**src/hw/rtl/apuseq_pkg.sv**
```systemverilog
// ----------------------------------------------------------------------------
// apuseq_pkg
// Shared types, register addresses and lookup tables for the sound control
// sequencer: command codes, register map, length and noise period tables.
// ----------------------------------------------------------------------------
package apuseq_pkg;

  localparam int CFG_W      = 20;
  localparam int CFG_ADDR_W = 3;
  localparam int PWDATA_W   = 32;
  localparam int PERIOD_W   = 11;
  localparam int LEVEL_W    = 4;
  localparam int LEN_W      = 8;
  localparam int LIN_W      = 7;
  localparam int ADDR_W     = 5;
  localparam int DATA_W     = 8;

  // Item commands.
  localparam logic CMD_WRITE = 1'b0;
  localparam logic CMD_TICK  = 1'b1;

  // Configuration register indexes (paddr[2]).
  localparam logic CFG_TICK_INC  = 1'b0;
  localparam logic CFG_FRAME_PER = 1'b1;

  // Register file addresses with side effects.
  localparam logic [ADDR_W-1:0] ADDR_P1_CTL     = 5'h00;
  localparam logic [ADDR_W-1:0] ADDR_P1_LO      = 5'h02;
  localparam logic [ADDR_W-1:0] ADDR_P1_HI      = 5'h03;
  localparam logic [ADDR_W-1:0] ADDR_P2_CTL     = 5'h04;
  localparam logic [ADDR_W-1:0] ADDR_P2_LO      = 5'h06;
  localparam logic [ADDR_W-1:0] ADDR_P2_HI      = 5'h07;
  localparam logic [ADDR_W-1:0] ADDR_TRI_CTL    = 5'h08;
  localparam logic [ADDR_W-1:0] ADDR_TRI_LO     = 5'h0A;
  localparam logic [ADDR_W-1:0] ADDR_TRI_HI     = 5'h0B;
  localparam logic [ADDR_W-1:0] ADDR_NOISE_CTL  = 5'h0C;
  localparam logic [ADDR_W-1:0] ADDR_NOISE_PER  = 5'h0E;
  localparam logic [ADDR_W-1:0] ADDR_NOISE_LEN  = 5'h0F;
  localparam logic [ADDR_W-1:0] ADDR_STATUS     = 5'h15;
  localparam logic [ADDR_W-1:0] ADDR_FRAME      = 5'h17;

  // Shortest pulse period that still sounds.
  localparam logic [PERIOD_W-1:0] MIN_PULSE_PERIOD = 11'h008;

  typedef struct packed {
    logic [LEVEL_W-1:0] decay;
    logic [LEVEL_W-1:0] divider;
    logic               restart;
  } env_state_t;

  typedef struct packed {
    logic [LEVEL_W-1:0]  pulse1_level;
    logic [1:0]          pulse1_duty;
    logic [PERIOD_W-1:0] pulse1_period;
    logic [LEVEL_W-1:0]  pulse2_level;
    logic [1:0]          pulse2_duty;
    logic [PERIOD_W-1:0] pulse2_period;
    logic                tri_active;
    logic [PERIOD_W-1:0] tri_period;
    logic [LEVEL_W-1:0]  noise_level;
    logic [PERIOD_W-1:0] noise_period;
  } result_t;

  function automatic logic [LEN_W-1:0] len_lookup(input logic [4:0] idx);
    logic [LEN_W-1:0] v;
    case (idx)
      5'd0:  v = 8'd10;   5'd1:  v = 8'd254;  5'd2:  v = 8'd20;   5'd3:  v = 8'd2;
      5'd4:  v = 8'd40;   5'd5:  v = 8'd4;    5'd6:  v = 8'd80;   5'd7:  v = 8'd6;
      5'd8:  v = 8'd160;  5'd9:  v = 8'd8;    5'd10: v = 8'd60;   5'd11: v = 8'd10;
      5'd12: v = 8'd14;   5'd13: v = 8'd12;   5'd14: v = 8'd26;   5'd15: v = 8'd14;
      5'd16: v = 8'd12;   5'd17: v = 8'd16;   5'd18: v = 8'd24;   5'd19: v = 8'd18;
      5'd20: v = 8'd48;   5'd21: v = 8'd20;   5'd22: v = 8'd96;   5'd23: v = 8'd22;
      5'd24: v = 8'd192;  5'd25: v = 8'd24;   5'd26: v = 8'd72;   5'd27: v = 8'd26;
      5'd28: v = 8'd16;   5'd29: v = 8'd28;   5'd30: v = 8'd32;   5'd31: v = 8'd30;
      default: v = 8'd0;
    endcase
    return v;
  endfunction

  function automatic logic [PERIOD_W-1:0] noise_lookup(input logic [3:0] idx);
    logic [PERIOD_W-1:0] v;
    case (idx)
      4'd0:  v = 11'h002;  4'd1:  v = 11'h004;  4'd2:  v = 11'h008;  4'd3:  v = 11'h010;
      4'd4:  v = 11'h020;  4'd5:  v = 11'h030;  4'd6:  v = 11'h040;  4'd7:  v = 11'h050;
      4'd8:  v = 11'h065;  4'd9:  v = 11'h07F;  4'd10: v = 11'h0BE;  4'd11: v = 11'h0FE;
      4'd12: v = 11'h17D;  4'd13: v = 11'h1FC;  4'd14: v = 11'h3F9;  4'd15: v = 11'h7F2;
      default: v = 11'h000;
    endcase
    return v;
  endfunction

endpackage

```
**src/hw/rtl/apuseq_env.sv**
```systemverilog
// ----------------------------------------------------------------------------
// apuseq_env
// One envelope unit: restart, divider countdown and decay level, clocked by
// quarter-frame events. Purely combinational next-state logic.
// ----------------------------------------------------------------------------
module apuseq_env
  import apuseq_pkg::*;
(
  input  env_state_t         cur,
  input  logic [DATA_W-1:0]  ctl,
  input  logic               enable,
  input  logic               quarter,
  output env_state_t         nxt,
  output logic [LEVEL_W-1:0] vol
);

  always_comb begin
    nxt = cur;
    if (enable && quarter) begin
      if (cur.restart) begin
        nxt.decay   = 4'hF;
        nxt.divider = ctl[3:0];
        nxt.restart = 1'b0;
      end else if (cur.divider != 4'h0) begin
        nxt.divider = cur.divider - 4'h1;
      end else begin
        nxt.divider = ctl[3:0];
        if (cur.decay != 4'h0) begin
          nxt.decay = cur.decay - 4'h1;
        end else if (ctl[5]) begin
          nxt.decay = 4'hF;
        end
      end
    end
    // Constant volume mode bypasses the decay counter.
    vol = ctl[4] ? ctl[3:0] : nxt.decay;
  end

endmodule

```
**src/hw/rtl/apu_envelope_length_frame_sequencer.sv**
```systemverilog
// ----------------------------------------------------------------------------
// apu_envelope_length_frame_sequencer
// Control section of a four-channel sound chip: register file, envelopes,
// length counters, triangle linear counter and a 4/5-step frame sequencer.
// ----------------------------------------------------------------------------
// The block takes one item per clock while in_ready is high and returns
// exactly one result per item. An item is either a register write (in_cmd
// low) or a sample tick (in_cmd high). Each accepted item is first captured
// in an input register; once the skid entry is free, the second stage does
// the whole state update (register file, phase accumulator, frame sequencer,
// envelopes, length and linear counters, output latches) in one pass and
// writes the resulting channel outputs into a two-entry output buffer. An
// item thus passes the input register and then the output buffer before
// its result is presented on the output ports. The output buffer
// is a result register backed by a skid entry, so the block keeps taking
// items while one result waits on a stalled consumer; in_ready drops only
// when the input register and both buffer entries are full. Levels, duties
// and the triangle active flag reflect the last tick; periods follow writes
// at once. The two configuration registers (tick increment and frame period)
// sit on an APB-style port at byte addresses 0 and 4 and must be written only
// while the block is idle.
// ----------------------------------------------------------------------------
module apu_envelope_length_frame_sequencer
  import apuseq_pkg::*;
#(
  parameter int NUM_REGS  = 32,
  parameter int ACC_WIDTH = 21
) (
  input  logic                  clk,
  input  logic                  rst_n,

  input  logic                  in_valid,
  output logic                  in_ready,
  input  logic                  in_cmd,
  input  logic [ADDR_W-1:0]     in_reg_addr,
  input  logic [DATA_W-1:0]     in_write_data,

  output logic                  out_valid,
  input  logic                  out_ready,
  output logic [LEVEL_W-1:0]    out_pulse1_level,
  output logic [1:0]            out_pulse1_duty,
  output logic [PERIOD_W-1:0]   out_pulse1_period,
  output logic [LEVEL_W-1:0]    out_pulse2_level,
  output logic [1:0]            out_pulse2_duty,
  output logic [PERIOD_W-1:0]   out_pulse2_period,
  output logic                  out_tri_active,
  output logic [PERIOD_W-1:0]   out_tri_period,
  output logic [LEVEL_W-1:0]    out_noise_level,
  output logic [PERIOD_W-1:0]   out_noise_period,

  input  logic                  cfg_psel,
  input  logic                  cfg_penable,
  input  logic                  cfg_pwrite,
  input  logic [CFG_ADDR_W-1:0] cfg_paddr,
  input  logic [PWDATA_W-1:0]   cfg_pwdata,
  output logic [PWDATA_W-1:0]   cfg_prdata,
  output logic                  cfg_pready
);

  // Register file index width and the width used for accumulator math.
  localparam int RF_AW = $clog2(NUM_REGS);
  localparam int CW    = (ACC_WIDTH > CFG_W) ? ACC_WIDTH : CFG_W;

  // Configuration registers.
  logic [CFG_W-1:0] tick_inc_r;
  logic [CFG_W-1:0] frame_per_r;

  // Input stage.
  logic              s1_valid_r;
  logic              s1_cmd_r;
  logic [ADDR_W-1:0] s1_addr_r;
  logic [DATA_W-1:0] s1_data_r;

  // Architectural state.
  logic [DATA_W-1:0]   reg_file_r   [NUM_REGS];
  logic [ACC_WIDTH-1:0] acc_r,       acc_nxt;
  logic [2:0]          step_r,       step_nxt;
  logic [LEN_W-1:0]    len_r        [4];
  logic [LEN_W-1:0]    len_nxt      [4];
  env_state_t          env_r        [3];
  env_state_t          env_nxt      [3];
  env_state_t          env_tick     [3];
  logic [LEVEL_W-1:0]  env_vol      [3];
  logic [LIN_W-1:0]    lin_r,        lin_nxt;
  logic                lin_reload_r, lin_reload_nxt;
  logic [PERIOD_W-1:0] period_r     [4];
  logic [PERIOD_W-1:0] period_nxt   [4];
  logic [1:0]          duty_r       [2];
  logic [1:0]          duty_nxt     [2];
  logic [LEVEL_W-1:0]  level_r      [2];
  logic [LEVEL_W-1:0]  level_nxt    [2];
  logic                tri_active_r, tri_active_nxt;
  logic [LEVEL_W-1:0]  noise_lvl_r,  noise_lvl_nxt;

  // Output buffer: result register plus one skid entry.
  result_t out_r;
  result_t skid_r;
  result_t res;
  logic    out_valid_r;
  logic    skid_valid_r;

  logic in_fire;
  logic s1_fire;
  logic out_take;
  logic is_tick;
  logic is_write;
  logic rf_wr_en;
  logic quarter;
  logic half;

  logic [DATA_W-1:0] status;
  logic [DATA_W-1:0] frame_ctl;
  logic [DATA_W-1:0] tri_ctl;
  logic [DATA_W-1:0] ch_ctl [3];

  logic [CW-1:0]        acc_sum;
  logic [ACC_WIDTH-1:0] acc_wrap;
  logic [2:0]           step_inc;
  logic [2:0]           step_last;

  // --------------------------------------------------------------------------
  // Handshake. The second stage fires whenever the skid entry is free, which
  // guarantees room for its result in the output buffer.
  // --------------------------------------------------------------------------
  assign s1_fire  = s1_valid_r && !skid_valid_r;
  assign in_ready = !s1_valid_r || s1_fire;
  assign in_fire  = in_valid && in_ready;
  assign out_take = out_valid_r && out_ready;

  assign is_tick  = s1_fire && (s1_cmd_r == CMD_TICK);
  assign is_write = s1_fire && (s1_cmd_r == CMD_WRITE);
  assign rf_wr_en = is_write && ({1'b0, s1_addr_r} < (ADDR_W + 1)'(NUM_REGS));

  // Fixed register file taps used by the tick logic.
  assign status    = reg_file_r[RF_AW'(ADDR_STATUS)];
  assign frame_ctl = reg_file_r[RF_AW'(ADDR_FRAME)];
  assign tri_ctl   = reg_file_r[RF_AW'(ADDR_TRI_CTL)];
  assign ch_ctl[0] = reg_file_r[RF_AW'(ADDR_P1_CTL)];
  assign ch_ctl[1] = reg_file_r[RF_AW'(ADDR_P2_CTL)];
  assign ch_ctl[2] = reg_file_r[RF_AW'(ADDR_NOISE_CTL)];

  // --------------------------------------------------------------------------
  // Phase accumulator and frame sequencer. When the accumulator reaches the
  // frame period the sequencer takes one step; bit 7 of the frame control
  // register selects the five-step pattern.
  // --------------------------------------------------------------------------
  always_comb begin
    acc_sum   = CW'(acc_r) + CW'(tick_inc_r);
    acc_wrap  = ACC_WIDTH'(acc_sum);
    step_inc  = step_r + 3'd1;
    step_last = frame_ctl[7] ? 3'd5 : 3'd4;
    acc_nxt   = acc_r;
    step_nxt  = step_r;
    quarter   = 1'b0;
    half      = 1'b0;
    if (is_tick) begin
      acc_nxt = acc_wrap;
      if (CW'(acc_wrap) >= CW'(frame_per_r)) begin
        acc_nxt = ACC_WIDTH'(CW'(acc_wrap) - CW'(frame_per_r));
        quarter = !(step_inc == 3'd4 && frame_ctl[7]);
        half    = (step_inc == 3'd2) || (step_inc >= step_last);
        step_nxt = (step_inc >= step_last) ? 3'd0 : step_inc;
      end
    end else if (is_write && s1_addr_r == ADDR_FRAME) begin
      acc_nxt  = '0;
      step_nxt = 3'd0;
    end
  end

  // Envelope units: pulse 1, pulse 2 and noise.
  apuseq_env u_env_p1 (
    .cur     (env_r[0]),
    .ctl     (ch_ctl[0]),
    .enable  (status[0]),
    .quarter (quarter),
    .nxt     (env_tick[0]),
    .vol     (env_vol[0])
  );

  apuseq_env u_env_p2 (
    .cur     (env_r[1]),
    .ctl     (ch_ctl[1]),
    .enable  (status[1]),
    .quarter (quarter),
    .nxt     (env_tick[1]),
    .vol     (env_vol[1])
  );

  apuseq_env u_env_noise (
    .cur     (env_r[2]),
    .ctl     (ch_ctl[2]),
    .enable  (status[3]),
    .quarter (quarter),
    .nxt     (env_tick[2]),
    .vol     (env_vol[2])
  );

  // --------------------------------------------------------------------------
  // Channel state update for ticks and register writes.
  // --------------------------------------------------------------------------
  always_comb begin
    logic [1:0] ch;
    ch             = s1_addr_r[3:2];
    len_nxt        = len_r;
    env_nxt        = env_r;
    lin_nxt        = lin_r;
    lin_reload_nxt = lin_reload_r;
    period_nxt     = period_r;
    duty_nxt       = duty_r;
    level_nxt      = level_r;
    tri_active_nxt = tri_active_r;
    noise_lvl_nxt  = noise_lvl_r;

    if (is_tick) begin
      env_nxt = env_tick;

      // Pulse channels: a disabled channel is frozen and latches silence.
      for (int i = 0; i < 2; i++) begin
        if (!status[i]) begin
          level_nxt[i] = '0;
        end else begin
          if (!ch_ctl[i][5] && half && len_r[i] != '0) begin
            len_nxt[i] = len_r[i] - 8'd1;
          end
          if (len_nxt[i] == '0 || period_r[i] < MIN_PULSE_PERIOD) begin
            level_nxt[i] = '0;
          end else begin
            level_nxt[i] = env_vol[i];
            duty_nxt[i]  = ch_ctl[i][7:6];
          end
        end
      end

      // Triangle: linear counter on quarter frames, length on half frames.
      if (!status[2]) begin
        tri_active_nxt = 1'b0;
      end else begin
        if (quarter) begin
          if (lin_reload_r) begin
            lin_nxt = tri_ctl[6:0];
          end else if (lin_r != '0) begin
            lin_nxt = lin_r - 7'd1;
          end
          if (!tri_ctl[7]) begin
            lin_reload_nxt = 1'b0;
          end
        end
        if (half && !tri_ctl[7] && len_r[2] != '0) begin
          len_nxt[2] = len_r[2] - 8'd1;
        end
        tri_active_nxt = (len_nxt[2] != '0) && (lin_nxt != '0);
      end

      // Noise: same envelope and length path as the pulses, no period gate.
      if (!status[3]) begin
        noise_lvl_nxt = '0;
      end else begin
        if (!ch_ctl[2][5] && half && len_r[3] != '0) begin
          len_nxt[3] = len_r[3] - 8'd1;
        end
        noise_lvl_nxt = (len_nxt[3] != '0) ? env_vol[2] : '0;
      end
    end else if (is_write) begin
      case (s1_addr_r)
        ADDR_P1_LO, ADDR_P2_LO, ADDR_TRI_LO: begin
          period_nxt[ch][7:0] = s1_data_r;
        end
        ADDR_P1_HI, ADDR_P2_HI, ADDR_TRI_HI: begin
          period_nxt[ch][10:8] = s1_data_r[2:0];
          len_nxt[ch]          = len_lookup(s1_data_r[7:3]);
          if (s1_addr_r == ADDR_TRI_HI) begin
            lin_reload_nxt = 1'b1;
          end else begin
            env_nxt[ch].restart = 1'b1;
          end
        end
        ADDR_NOISE_PER: begin
          period_nxt[3] = noise_lookup(s1_data_r[3:0]);
        end
        ADDR_NOISE_LEN: begin
          env_nxt[2].restart = 1'b1;
          len_nxt[3]         = len_lookup(s1_data_r[7:3]);
        end
        ADDR_STATUS: begin
          for (int i = 0; i < 4; i++) begin
            if (!s1_data_r[i]) begin
              len_nxt[i] = '0;
            end
          end
        end
        default: begin
        end
      endcase
    end
  end

  // Result of the item in the second stage, taken from the updated state.
  always_comb begin
    res.pulse1_level  = level_nxt[0];
    res.pulse1_duty   = duty_nxt[0];
    res.pulse1_period = period_nxt[0];
    res.pulse2_level  = level_nxt[1];
    res.pulse2_duty   = duty_nxt[1];
    res.pulse2_period = period_nxt[1];
    res.tri_active    = tri_active_nxt;
    res.tri_period    = period_nxt[2];
    res.noise_level   = noise_lvl_nxt;
    res.noise_period  = period_nxt[3];
  end

  // --------------------------------------------------------------------------
  // State registers.
  // --------------------------------------------------------------------------
  always_ff @(posedge clk) begin
    if (!rst_n) begin
      for (int i = 0; i < NUM_REGS; i++) begin
        reg_file_r[i] <= '0;
      end
      acc_r        <= '0;
      step_r       <= '0;
      len_r        <= '{default: '0};
      env_r        <= '{default: '0};
      lin_r        <= '0;
      lin_reload_r <= 1'b0;
      period_r     <= '{default: '0};
      duty_r       <= '{default: '0};
      level_r      <= '{default: '0};
      tri_active_r <= 1'b0;
      noise_lvl_r  <= '0;
    end else begin
      if (rf_wr_en) begin
        reg_file_r[s1_addr_r[RF_AW-1:0]] <= s1_data_r;
      end
      acc_r        <= acc_nxt;
      step_r       <= step_nxt;
      len_r        <= len_nxt;
      env_r        <= env_nxt;
      lin_r        <= lin_nxt;
      lin_reload_r <= lin_reload_nxt;
      period_r     <= period_nxt;
      duty_r       <= duty_nxt;
      level_r      <= level_nxt;
      tri_active_r <= tri_active_nxt;
      noise_lvl_r  <= noise_lvl_nxt;
    end
  end

  // Input register.
  always_ff @(posedge clk) begin
    if (!rst_n) begin
      s1_valid_r <= 1'b0;
    end else if (in_fire) begin
      s1_valid_r <= 1'b1;
    end else if (s1_fire) begin
      s1_valid_r <= 1'b0;
    end
  end

  always_ff @(posedge clk) begin
    if (in_fire) begin
      s1_cmd_r  <= in_cmd;
      s1_addr_r <= in_reg_addr;
      s1_data_r <= in_write_data;
    end
  end

  // --------------------------------------------------------------------------
  // Output buffer. A new result goes to the result register when it is free
  // or being emptied, otherwise to the skid entry; the skid entry drains
  // into the result register first.
  // --------------------------------------------------------------------------
  always_ff @(posedge clk) begin
    if (!rst_n) begin
      out_valid_r  <= 1'b0;
      skid_valid_r <= 1'b0;
    end else if (skid_valid_r) begin
      if (out_take) begin
        skid_valid_r <= 1'b0;
      end
    end else if (s1_fire) begin
      if (!out_valid_r || out_take) begin
        out_valid_r <= 1'b1;
      end else begin
        skid_valid_r <= 1'b1;
      end
    end else if (out_take) begin
      out_valid_r <= 1'b0;
    end
  end

  always_ff @(posedge clk) begin
    if (skid_valid_r) begin
      if (out_take) begin
        out_r <= skid_r;
      end
    end else if (s1_fire) begin
      if (!out_valid_r || out_take) begin
        out_r <= res;
      end else begin
        skid_r <= res;
      end
    end
  end

  assign out_valid         = out_valid_r;
  assign out_pulse1_level  = out_r.pulse1_level;
  assign out_pulse1_duty   = out_r.pulse1_duty;
  assign out_pulse1_period = out_r.pulse1_period;
  assign out_pulse2_level  = out_r.pulse2_level;
  assign out_pulse2_duty   = out_r.pulse2_duty;
  assign out_pulse2_period = out_r.pulse2_period;
  assign out_tri_active    = out_r.tri_active;
  assign out_tri_period    = out_r.tri_period;
  assign out_noise_level   = out_r.noise_level;
  assign out_noise_period  = out_r.noise_period;

  // --------------------------------------------------------------------------
  // Configuration port. Zero wait states; the register index is paddr[2].
  // --------------------------------------------------------------------------
  assign cfg_pready = 1'b1;

  always_ff @(posedge clk) begin
    if (!rst_n) begin
      tick_inc_r  <= CFG_W'(240);
      frame_per_r <= CFG_W'(44100);
    end else if (cfg_psel && cfg_penable && cfg_pwrite && cfg_pready) begin
      case (cfg_paddr[2])
        CFG_TICK_INC:  tick_inc_r  <= cfg_pwdata[CFG_W-1:0];
        CFG_FRAME_PER: frame_per_r <= cfg_pwdata[CFG_W-1:0];
        default: begin
        end
      endcase
    end
  end

  always_comb begin
    case (cfg_paddr[2])
      CFG_TICK_INC:  cfg_prdata = PWDATA_W'(tick_inc_r);
      CFG_FRAME_PER: cfg_prdata = PWDATA_W'(frame_per_r);
      default:       cfg_prdata = '0;
    endcase
  end

endmodule

```
**config.mk**
```make
export PLATFORM = sky130hd
export DESIGN_NAME = apu_envelope_length_frame_sequencer
export DESIGN_NICKNAME = d
export VERILOG_FILES = /design/src/hw/rtl/apuseq_pkg.sv /design/src/hw/rtl/apuseq_env.sv /design/src/hw/rtl/apu_envelope_length_frame_sequencer.sv
export SDC_FILE = /design/constraint.sdc
export NUM_CORES = 1
export LEC_CHECK = 0
export BUFFER_PORTS_ARGS = -buffer_cell sky130_fd_sc_hd__buf_4
export CORE_UTILIZATION = 60
export DETAILED_ROUTE_END_ITERATION = 8
export PLACE_DENSITY = 0.79
export SYNTH_ARGS = -nofsm -noshare
export SYNTH_HDL_FRONTEND = slang
export SYNTH_HIERARCHICAL = 1
export SYNTH_SLANG_ARGS = --single-unit
```
**constraint.sdc**
```tcl
create_clock -name clk -period 7.52 [get_ports clk]
set_input_delay 0.752 -clock clk [delete_from_list [all_inputs] [get_ports clk]]
set_output_delay 0.752 -clock clk [all_outputs]
set_load 0.02 [all_outputs]
```
# Yosys cells after proc, flatten, opt, wreduce, memory -nomap -nowiden
# Memory sizes are Yosys's and may differ from the RTL's. A register that Yosys moved wholly into a read port is not among the register bits.
# Index checks and enable logic that the tools add are counted.
word_totals:
  register_bits: 331
  latchBits: 0
  ram_bits: 256
  mem_bits_ro: 624
  input_bits: 56
  output_inout_bits: 96
  wordCells: 328
  n_memories: 4
memory_table:
  columns: ["memory", "depth", "word_bits", "rd", "rd_ports_with_merged_regs", "wr", "line", "text"]
  rows:
  - ["reg_file_r", 32, 8, 6, 0, 32, "apu_envelope_length_frame_sequencer.sv:75", "logic [DATA_W-1:0] reg_file_r [NUM_REGS];"]
  - ["(no name shown)", 32, 7, 1, 1, 0, "apuseq_pkg.sv:66", "case (idx)"]
  - ["(no name shown)", 32, 7, 1, 1, 0, "apuseq_pkg.sv:66", null]
  - ["(no name shown)", 16, 11, 1, 1, 0, "apuseq_pkg.sv:82", "case (idx)"]
op_classes:
  addsub: 14
  mul: 0
  div: 0
  order_cmp: 6
  n_eq_ne: 30
  n_shift: 0
  mux: 132
  bitwise: 5
  reduce_logical: 82
ops:
  columns: ["cell", "n"]
  rows:
  - ["61-bit 2-to-1 mux", 4]
  - ["8-bit 2-to-1 mux", 30]
  - ["4-bit 2-to-1 mux", 24]
  - ["44-bit bitwise mux", 2]
  - ["44-bit 2-to-1 mux", 2]
  - ["27-bit 2-to-1 mux", 3]
  - ["33-bit case mux with 2 select lines", 1]
  - ["32-bit 2-to-1 mux", 2]
  - ["32-bit case mux with 2 select lines", 1]
  - ["21-bit 2-to-1 mux", 3]
  - ["24-bit case mux with 2 select lines", 1]
  - ["8-bit nonzero test", 6]
  - ["11-bit demux with 2-bit select", 2]
  - ["7-bit 2-to-1 mux", 5]
  - ["11-bit case mux with 3 select lines", 1]
  - ["32-bit bitwise mux", 1]
  - ["4-bit AND reduction", 8]
  - ["8-bit by 1-bit subtractor with 8-bit output (second input constant)", 4]
  - ["1-bit 2-to-1 mux", 29]
  - ["4-bit nonzero test", 7]
  - ["27-bit bitwise mux", 1]
  - ["9-bit 2-to-1 mux", 3]
  - ["26-bit 2-to-1 mux", 1]
  - ["8-bit case mux with 3 select lines", 1]
  - ["other kinds (40)", 127]

# Logic depth before layout (Yosys ltp)
# An unclocked memory read counts as a cell.
logic_depth:
  word_depth: 19
  ltp_mapped: 27
  depth_no_buf: 25

# Cells and area by module
# Netlist, hierarchy kept.
modules_own_cells:
  columns: ["module", "instances", "cells_per_inst", "area_each_um2", "seq_area_each_um2"]
  rows:
  - ["apu_envelope_length_frame_sequencer", 1, 1867, 18743.0, 9459.1]
  - ["apuseq_env", 3, 61, 390.4, 0.0]

# Least setup slack after synthesis
# Ideal clock, no wire load.
synth_path:
  kind: "register -> register"
  start: "reg tick_inc_r[1]"
  end: "reg out_r (netlist bit out_noise_level[2]) (data pin)"
  setup_time_ns: 0.260
  t_arrival_ns: 5.042
  required_ns: 7.260
  path_slack_ns: 2.218
  stages_incl_launch_ff: 25
  n_path_buf: 1
  period_less_slack_ns: 5.302
  cell_sequence: "dfxtp_1 -> ha_1 -> a21o_1 -> a21oi_1 -> o21bai_1 -> a2111o_1 -> a21oi_1 -> o31ai_1 -> o41ai_1 -> xnor2_1 -> ha_1 -> nand4_1 -> nor4_1 -> a2111oi_1 -> a21oi_2 -> o21ai_1 -> inv_1 -> and2_1 -> clkbuf_1 -> o2111ai_1 -> nand3_1 -> mux2_2 -> nand2_1 -> o21ai_1 -> mux2_2"
synth_lines:
  columns: ["element", "line", "text"]
  rows:
  - ["start: declaration", "apu_envelope_length_frame_sequencer.sv:65", "logic [CFG_W-1:0] tick_inc_r;"]
  - ["start signal: assignment", "apu_envelope_length_frame_sequencer.sv:428", "CFG_TICK_INC: tick_inc_r <= cfg_pwdata[CFG_W-1:0];"]
  - ["end signal: assignment", "apu_envelope_length_frame_sequencer.sv:394", "out_r <= skid_r;"]
  - ["end signal: assignment", "apu_envelope_length_frame_sequencer.sv:398", "out_r <= res;"]
  - ["end: declaration", "apu_envelope_length_frame_sequencer.sv:96", "result_t out_r;"]

==> impl_metrics.toml <==
[floorplan]
die_w_um = 183.9
rows = 66
core-area_um2 = 32540
die-area_um2 = 33800
io_pins = 152
initial_utilization_pct = 60.98
die_h_um = 183.9

[clock_network]
post_cts_resized = 0
clock_sinks = 384
cts_tree = "done"
cts_hold_buf = 0
cts_made_buffers = 41
clock_latency_ns = 0.55
cts_htree_levels = 2
cts_max_path_buffers = 3
postCtsSetupBuffers = 0
clkTransAtPathRegs_ns = 0.06
cts_root_buffer = "clkbuf_16"

[global_route]
track_usage_pct = 29.34
grt_pass1_wl_um = 79120
grt_antenna_before_repair = 0
grt_pass1_vias = 15130
grt_overflow = 0
grt_max_degree = 73

[drt]
vias = 15800
postRouteAntennaNets = 0
drt_iter0_markers = 1425
wl_um = 49250
wire_per_inst_um = 18.93
drt-pass1-iter-count = 5
drc = 0
via_per_inst = 6.073

[sta]
final-max-slew-violation-count = 0
rsz0062_at_grt = "false"
min_period_over_period_pct = 84.54
worst_pin_slew_ns = 1.119
skew_ns = 0.03087
maxSlewHeadroom_pct = 25.42
setup_slack_ns = 1.162
fmax_mhz = 157.3
finalHoldViolCount = 0
setup_violations = 0
setup_tns_ns = 0
min_period_ns = 6.358
timing.hold.ws_ns = 0.3831

[power]
power.switching_mw = 1.207
seqPwrFrac_pct = 48.0
power.density_nw_per_um2 = 213.3
total_power_mw = 4.772
peakVddDrop_mv = 0.1755
p_clk_share_pct = 41.7
p_int_mw = 3.565
p_leak_nw = 8.552
p_comb_share_pct = 10.3
p_sw_share_pct = 25.29

[synthesis]
yosys_warnings = 6
synth_cells = 2046
syn_area_um2 = 19840
avgSynthCellArea_um2 = 9.698

[placement]
dp_hpwl_um = 33310
gp_congestion = 0.9083
port_buffers = 124
dp.cells = 2527
pre_cts_ws_ns = 1.275
place_area_um2 = 21030

[critical_path]
worstPathArrival_ns = 6.63
setup.worst_path.class = "register to register"
cp_max_fo = 11
r2r_slack_ns = 1.16
end_kind = "register"
cp-start-kind = "register"
critPathRequiredTime_ns = 7.79
crit_slowest_cell = "or3_2"
slowest_delay_ns = 0.54

[final_layout]
fillers = 2490
final_core_util_pct = 68.75
drive_above_1_share_pct = 17.08
final_nets = 2252
antenna_cells = 0
areaGrowthSynthToFinish_pct = 12.73
stdcell_area_um2 = 22370
final_cells = 2602

[status]
status = "finished clean"

[run]
drv_cap = 0

[min_path]
min_path_type = "input port to register"
## power groups by stage
| stage | Sequential, mW | Clock (mW) | Combinational, mW |
|---|---|---|---|
| after floorplan | 2.32 | 0 | 0.341 |
| after global placement | 2.33 | 0 | 0.476 |
| after detailed placement | 2.33 | 0 | 0.483 |
| after CTS | 2.29 | 2.02 | 0.487 |
| after global routing | 2.29 | 2.10 | 0.539 |
| final | 2.29 | 1.99 | 0.491 |
## path summary, 6_finish.rpt
kind	cells after the start	from	end
worst max-delay path	26	tick_inc_r[0]	out_pulse1_level[3]
worst min-delay path	1	in_reg_addr[1]	s1_addr_r[1]
worst max register to register	26	tick_inc_r[0]	out_pulse1_level[3]
worst min register to register	2	acc_r[8]	acc_r[8]
## registers in the layout, indices dropped and copies added, names as in the netlist, 3 cells and up, named ones only
name and cells:
out_pulse2_level 4, s1_addr_r 5, out_pulse1_level 4, env_r 27
len_r 32, out_tri_period 11, noise_lvl_r 4, skid_r 61
frame_per_r 20, out_pulse2_period 11, step_r 3, s1_data_r 8
duty_r 4, out_pulse1_period 11, acc_r 21, lin_r 7
reg_file_r 35, level_r 8, tick_inc_r 20, period_r 44
out_noise_level 4, out_noise_period 11
## placed cells by master (no fill, tap or decap), types with 18 or more instances in the layout
cell type and instances:
nand3_1 55, nor4_1 19, a21oi_1 165, nor2_1 122
buf_4 140, edfxtp_1 171, mux2_2 130, clkbuf_16 42
o211ai_1 19, dfxtp_1 212, a31oi_1 24, xnor2_1 34
o21ai_0 83, nand2_1 262, mux2i_1 26, and2_1 98
ha_1 66, nor3_1 42, and3_1 18, inv_1 85
a21o_1 22
## critical path: cells and delay by family (launching register included)
family / cells / cell delay (ns)
AND/OR/NAND/NOR: 8 / 2.05
AO/OA/AOI/OAI: 9 / 1.57
adder cells (fa/ha/maj): 3 / 0.97
buffers and inverters: 4 / 0.68
flip-flops: 1 / 0.35
multiplexers: 1 / 0.29
XOR/XNOR: 1 / 0.16
## layout make-up
| type | count | area (µm²) | share of cell area (%) |
|---|---|---|---|
| inverter | 87 | 327.8 | 1.466 |
| clock buffer | 53 | 1122 | 5.018 |
| tap | 442 | 553.0 | 2.472 |
| clock inverter | 22 | 216.5 | 0.9677 |
| multi-input combinational | 1474 | 9697 | 43.35 |
| timing repair buffer | 140 | 1051 | 4.699 |
| sequential | 384 | 9400 | 42.03 |
## routing by layer
layer / GRT usage [%] / vias up / share of wire, %
met4: 9.500 / 0 / 2.8
met2: 48.24 / 521 / 47
met3: 4.101 / 113 / 6.1
met5: 0 / - / 0
li1: - / 7554 / -
met1: 39.88 / 7613 / 44
Note: power is estimated with default switching activity, not from simulation.
